$ cat config.mk
export PLATFORM = sky130hd
export DESIGN_NAME = agr_xform
export DESIGN_NICKNAME = d
export VERILOG_FILES = /design/src/design/agr_pkg.sv /design/src/design/agr_xform.sv
export SDC_FILE = /design/constraint.sdc
export NUM_CORES = 2
export LEC_CHECK = 0
export BUFFER_PORTS_ARGS = -buffer_cell sky130_fd_sc_hd__clkbuf_2
export CAP_MARGIN = 20
export CORE_MARGIN = 3
export CORE_UTILIZATION = 36
export CTS_BUF_LIST = sky130_fd_sc_hd__clkbuf_8
export DETAILED_ROUTE_END_ITERATION = 7
export HOLD_SLACK_MARGIN = 0.02
export PLACE_DENSITY = 0.53
export SYNTH_ARGS = -nofsm -noshare
export SYNTH_HDL_FRONTEND = slang
export SYNTH_SLANG_ARGS = --single-unit
$ cat constraint.sdc
create_clock -name clk -period 10.2 [get_ports clk]
set_input_delay 1.53 -clock clk [delete_from_list [all_inputs] [get_ports clk]]
set_output_delay 1.53 -clock clk [all_outputs]
set_load 0.1 [all_outputs]
$ cat src/design/agr_pkg.sv
`timescale 1ns / 1ps
// ----------------------------------------------------------------------------
// Affine trilinear grid resampler package
// Shared widths, configuration register indexes and stage payload types.
// ----------------------------------------------------------------------------
package agr_pkg;

  localparam int DIM_MAX    = 64;
  localparam int AXIS_W     = 6;
  localparam int HALF_W     = AXIS_W - 1;
  localparam int BANK_ADDRW = 3 * HALF_W;
  localparam int BANK_DEPTH = 1 << BANK_ADDRW;
  localparam int NUM_BANKS  = 8;
  localparam int SMP_W      = 16;
  localparam int FRAC_W     = 12;
  localparam int COORD_W    = 21;
  localparam int BASIS_W    = 16;
  localparam int CELL_W     = COORD_W - FRAC_W;
  localparam int PROD_W     = BASIS_W + AXIS_W + 1;
  localparam int SUM_W      = PROD_W + 2;
  localparam int DIM_W      = 7;
  localparam int ROW_W      = 3 * BASIS_W;
  localparam int ORIGIN_W   = 3 * COORD_W;
  localparam int CFG_IDX_W  = 3;
  localparam int CFG_DATA_W = ORIGIN_W;

  localparam logic KIND_LOAD  = 1'b0;
  localparam logic KIND_QUERY = 1'b1;

  typedef enum logic [CFG_IDX_W-1:0] {
    CFG_DIM_I,
    CFG_DIM_J,
    CFG_DIM_K,
    CFG_BASIS_0,
    CFG_BASIS_1,
    CFG_BASIS_2,
    CFG_ORIGIN
  } cfg_reg_t;

  typedef struct packed {
    logic                    kind;
    logic [AXIS_W-1:0]       i;
    logic [AXIS_W-1:0]       j;
    logic [AXIS_W-1:0]       k;
    logic signed [SMP_W-1:0] smp;
  } item_t;

  typedef struct packed {
    logic                      kind;
    logic [AXIS_W-1:0]         i;
    logic [AXIS_W-1:0]         j;
    logic [AXIS_W-1:0]         k;
    logic signed [SMP_W-1:0]   smp;
    logic [2:0][CELL_W-1:0]    base;
    logic [2:0][FRAC_W-1:0]    frac;
  } mapped_t;

  typedef struct packed {
    logic                   outside;
    logic [2:0]             par;
    logic [NUM_BANKS-1:0]   live;
    logic [2:0][FRAC_W-1:0] frac;
  } fetch_t;

endpackage

$ cat src/design/agr_xform.sv
`timescale 1ns / 1ps
// ----------------------------------------------------------------------------
// Coordinate transform
// Registers the input, forms the nine index-times-basis products, then adds
// the origin, saturates each coordinate and splits it into cell and fraction.
// ----------------------------------------------------------------------------
module agr_xform (
  input  logic                              clk,
  input  logic                              rst,
  input  logic                              en,
  input  logic                              take,
  input  agr_pkg::item_t                    item,
  input  logic [agr_pkg::ROW_W-1:0]         row0,
  input  logic [agr_pkg::ROW_W-1:0]         row1,
  input  logic [agr_pkg::ROW_W-1:0]         row2,
  input  logic [agr_pkg::ORIGIN_W-1:0]      origin,
  output logic                              v3,
  output agr_pkg::mapped_t                  m3
);
  import agr_pkg::*;

  localparam logic signed [SUM_W-1:0] CMAX = SUM_W'((1 << (COORD_W - 1)) - 1);
  localparam logic signed [SUM_W-1:0] CMIN = -SUM_W'(1 << (COORD_W - 1));

  logic                     v1, v2;
  item_t                    s1, s2;
  logic signed [PROD_W-1:0] prod [3][3];
  logic signed [SUM_W-1:0]  sum  [3];
  logic signed [SUM_W-1:0]  csat [3];

  always_ff @(posedge clk) begin
    if (rst) begin
      v1 <= 1'b0;
      v2 <= 1'b0;
      v3 <= 1'b0;
    end else if (en) begin
      v1 <= take;
      v2 <= v1;
      v3 <= v2;
    end
  end

  always_ff @(posedge clk) begin
    if (en) begin
      s1 <= item;
      s2 <= s1;
      for (int a = 0; a < 3; a++) begin
        prod[0][a] <= $signed({1'b0, s1.i}) * $signed(row0[BASIS_W*a +: BASIS_W]);
        prod[1][a] <= $signed({1'b0, s1.j}) * $signed(row1[BASIS_W*a +: BASIS_W]);
        prod[2][a] <= $signed({1'b0, s1.k}) * $signed(row2[BASIS_W*a +: BASIS_W]);
      end
      m3.kind <= s2.kind;
      m3.i    <= s2.i;
      m3.j    <= s2.j;
      m3.k    <= s2.k;
      m3.smp  <= s2.smp;
      for (int a = 0; a < 3; a++) begin
        m3.base[a] <= csat[a][COORD_W-1:FRAC_W];
        m3.frac[a] <= csat[a][FRAC_W-1:0];
      end
    end
  end

  always_comb begin
    for (int a = 0; a < 3; a++) begin
      sum[a] = SUM_W'($signed(origin[COORD_W*a +: COORD_W]))
             + SUM_W'(prod[0][a]) + SUM_W'(prod[1][a]) + SUM_W'(prod[2][a]);
      if (sum[a] > CMAX) begin
        csat[a] = CMAX;
      end else if (sum[a] < CMIN) begin
        csat[a] = CMIN;
      end else begin
        csat[a] = sum[a];
      end
    end
  end

endmodule

## After elaboration in Yosys (flattened, before gate mapping)

Memories as Yosys holds them, arrays and structs flattened.
Index checks and enable logic that the tools add are counted.
Widths: inputs -> output; s select.

- $add $sub $neg: 9
- Multipliers: 9
- Magnitude comparators: 6
- Multiplexer cells: 5

Operators by type and width:

| kind | number |
|---|---|
| $mul 7x16->23 | 9 |
| $add 24x23->25 | 3 |
| $add 25x23->25 | 3 |
| $gt 25x21->1 const B | 3 |
| $lt 25x21->1 const B | 3 |
| $add 21x23->24 | 3 |
| $mux 21 | 3 |
| $mux 1 | 2 |

- Bits in registers: 171
- Bits in writable memories: 207
- Input bits: 246
- Logic and storage cells: 54
- Memories: 1

Memories:

| name | depth | bits a word | read ports | clocked after Yosys merged registers in | wr ports | RTL line | text |
|---|---|---|---|---|---|---|---|
| prod | 3 | 69 | 3 | 0 | 3 | agr_xform.sv:27 | `logic signed [PROD_W-1:0] prod [3][3];` |

## Logic depth before layout (Yosys ltp)

An unclocked memory read counts as a cell.

- Word-level depth: 6
- Mapped depth: 19
- Mapped depth without buffers: 17

## Least setup slack after synthesis

Ideal clock, no wire load.

- Kind: input-to-reg
- From: input row1[25] (netlist name)
- To: memory prod[0][114] (netlist name) (data pin)
- Library setup time: 0.260 ns
- Data arrival time: 5.729 ns
- Required time: 9.940 ns
- Setup slack: 4.212 ns
- Cell stages on the path: 16
- Cells stage by stage: and2_1 -> fa_1 -> inv_1 -> fa_1 -> inv_1 -> fa_1 -> fa_1 -> ha_1 -> a21o_1 -> a21o_1 -> a221o_1 -> a211oi_1 -> nor3_1 -> or3_1 -> a21oi_1 -> xnor2_1

RTL lines:

| what | RTL line | text |
|---|---|---|
| start: declaration | agr_xform.sv:14 | `input logic [agr_pkg::ROW_W-1:0] row1,` |
| end: declaration | agr_xform.sv:27 |  |

==> metrics.md <==
| Metric | Value |
|---|---|
| Post-route minimum period | `5.765 ns` |
| Worst slack, placed | `3.786 ns` |
| Hold Path Class | `reg2reg` |
| Asr flop ratio synth | `0` |
| Largest net degree at the start of global routing | `79` |
| Post-synthesis compound-gate area fraction | `0.07887` |
| Synth Area in XOR/XNOR | `0.04537` |
| Reg area | `11320 um2` |
| Met2 usage | `0.3199` |
| Cell taking the most area after synthesis | `fa_1` |
| Fillers | `13980` |
| Die Ht | `380.8 um` |
| Finish-stage setup viols | `0` |
| Post-CTS Hold Buffers | `0` |
| Root Buffer | `clkbuf_8` |
| Grt met3 use | `0.03272` |
| Period utilization | `0.5652` |
| Max-cap violations | `0` |
| Max H-tree Level | `3` |
| Grt ovf | `0` |
| Buffers on Ports | `344` |
| Top-area cell type share of the netlist area | `0.2945` |
| Share of cells above drive strength 1 | `0.09333` |
| Worst-Margin Slew | `0.9976 ns` |
| Register area share after synthesis | `0.2238` |
| Synth top cells by count | `inv_1 (1178), fa_1 (744), and2_1 (729), ha_1 (486), edfxtp_1 (375)` |
| Finished Cell Area | `56060 um2` |
| FP Rows | `136` |
| Iter 0 DRT Violations | `1430` |
| Global Route met1 Usage | `0.2230` |
| Main flop type after synthesis | `edfxtp_1` |
| CP delay by family, top | `adder cells` |
| Hpwl dp | `103600 um` |
| Setup_tns | `0 ns` |
| Max frequency | `173.4 MHz` |
| Number of synthesized flops with an enable pin | `375` |
| CP Cell Sequence | `buf_4, and2_1, fa_1, inv_1, fa_1, inv_1, fa_1, fa_1, ha_1, a21o_1, a21o_1, a221o_1, a211oi_1, nor3_1, or3_1, a21oi_1, xnor2_1` |
| Initial antenna violation count | `18` |
| Die W | `380.8 um` |
| Post-CTS Setup Bufs | `0` |
| Post-Synth Adder-Cell Area | `0.4147` |
| Crit path required time | `10.71 ns` |
| Placed Area | `54400 um2` |
| Clock slew at reported path FFs | `0.06 ns` |
| Post-Syn Area | `50570 um2` |
| Max clock buf depth | `3` |
| Most frequent cell after synthesis | `inv_1` |
| Mux contribution to synthesized area | `0.001212` |
| Nets | `6871` |
| DIE AREA | `145000 um2` |
| Arr. time, crit path | `6.28 ns` |
| Initial Utilization | `0.3651` |
| WP buf/inv | `3` |
| Most used cell, CP | `fa_1` |
| Clock skew after layout | `0.06712 ns` |
| Post-synthesis cell type count | `74` |
| First-pass DRT Iterations | `5` |
| Nature of the critical path endpoint | `flip-flop` |
| Syn. warnings | `0` |
| I/O pins | `345` |
| CTS tree | `yes` |
| Worst setup margin | `4.435 ns` |
| Gpl congestion | `0.8554` |
| Synth Area in Simple Gates | `0.1400` |
| Synthesized area per cell | `10.00 um2` |
| Via Count | `34230` |
| Core area | `138500 um2` |
| Critical Path Fanout Max | `32` |
| Net count after synthesis | `6532` |
| Main combinational cell family by area after synthesis | `adder cells` |
| Synth area leaders | `fa_1 (29%), edfxtp_1 (22%), ha_1 (12%), and2_1 (9.0%), inv_1 (8.7%)` |
| Reg2reg setup slack | `4.43 ns` |
| Flops & latches, synth | `378` |
| Per-cell routed wire length | `17.32 um` |
| Cells after Synth | `5056` |
| CTS sink cnt | `378` |
| CP max stage delay | `0.67 ns` |
| Type of the worst setup path | `reg2reg` |
| First-pass GRT wire length | `203200 um` |
| Vias in the first global route | `36200` |
| Startpoint Class | `flip-flop` |
| Hold Fails Final Rpt | `0` |
| DRT Wirelength | `127000 um` |
| Status | `finished, final reports clean` |
| Slowest CP cell | `edfxtp_1` |
| Area growth from synthesis to final layout | `10.84%` |
| Clk_lat worst skew | `0.79 ns` |
| CTS Buf Count | `78` |
| GRT Util Overall | `0.1791` |
| Slew Limit Fails | `0` |
| RSZ-0062 raised after global routing | `no` |
| Max-Slew Margin vs Limit | `0.3349` |
| Area of the multi-input gates | `34400 um2` |
| Drt drc | `0` |
| GRT busiest layer | `met2` |
| Vias/cell | `4.670` |
| Post-CTS Resized | `0` |
| DRT antenna net count | `0` |
routing by layer:
| layer | vias up | wire length, um |
|---|---|---|
| met5 | - | 32 |
| met4 | 6 | 2887 |
| met3 | 130 | 5803 |
| met2 | 533 | 64860 |
| met1 | 17000 | 53390 |
| li1 | 16560 | - |
flip-flops by register name, indices dropped and copies added (netlist names):
signal,cells
v3,1
v2,1
v1,1
s2,35
prod,207
m3,98
s1,35
per-stage QoR:
| stage | util | instances | hold WS, ns |
|---|---|---|---|
| finish | 0.4047 | 7329 | 0.3970 |
| global route | 0.4045 | 7321 | 0.4062 |
| CTS | 0.4043 | 7316 | 0.3948 |
| detailed placement | 0.3927 | 7177 | 0.4045 |
| global placement | 0.3927 | 7177 | 0.4008 |
| floorplan | - | 5056 | 0.4003 |
final cells by class:
class                   instances  area share
inverters                    1178     0.07888
repair buffers                370     0.03473
diodes                         12   0.0005357
well taps                    1863     0.04158
flip-flops and latches        378      0.2020
clock buffers                  79     0.01940
clock inverters                60    0.009174
multi-input cells            3389      0.6137
kinds of logic after synthesis:
logic type,Yosys count
and+or+nand+nor,1280
buffers and inverters,1289
AOI/OAI and AO/OA,611
adders and majority gates,1230
muxes,6
DFF,378
xor gates and xnor gates,262
worst paths after layout:
kind / startpoint / cells after the start / endpoint
max reg2reg: s1[25] / 17 / prod[0][91]
min reg2reg: s1[1] / 0 / s2[1]
max: s1[25] / 17 / prod[0][91]
min: s1[1] / 0 / s2[1]
cells in the final DEF, fill, tap and decap left out, types with 10 or more instances in the layout:
cell type,Yosys,final
clkbuf_8,0,79
nor3_1,47,47
nor2_1,109,109
o21ai_0,117,117
nor2b_1,20,20
xor2_1,63,63
fa_1,744,744
and3_1,27,27
clkinv_1,0,12
a211oi_1,26,25
a211o_1,13,13
clkinv_2,0,13
a21oi_1,178,178
nand2_1,228,228
diode_2,0,12
edfxtp_1,375,375
and2_1,729,729
or3_1,21,21
a21o_1,114,114
o21a_1,30,30
a31o_2,10,10
nand2b_1,22,22
a31oi_1,14,14
clkbuf_2,0,343
buf_4,0,25
inv_1,1178,1196
xnor2_1,199,199
nand3_1,46,46
o31ai_1,10,10
o21bai_1,24,24
ha_1,486,486
Power is left out: the tool's default activity adds up to more than one toggle a clock period on the data nets, which glitch-free logic cannot reach.
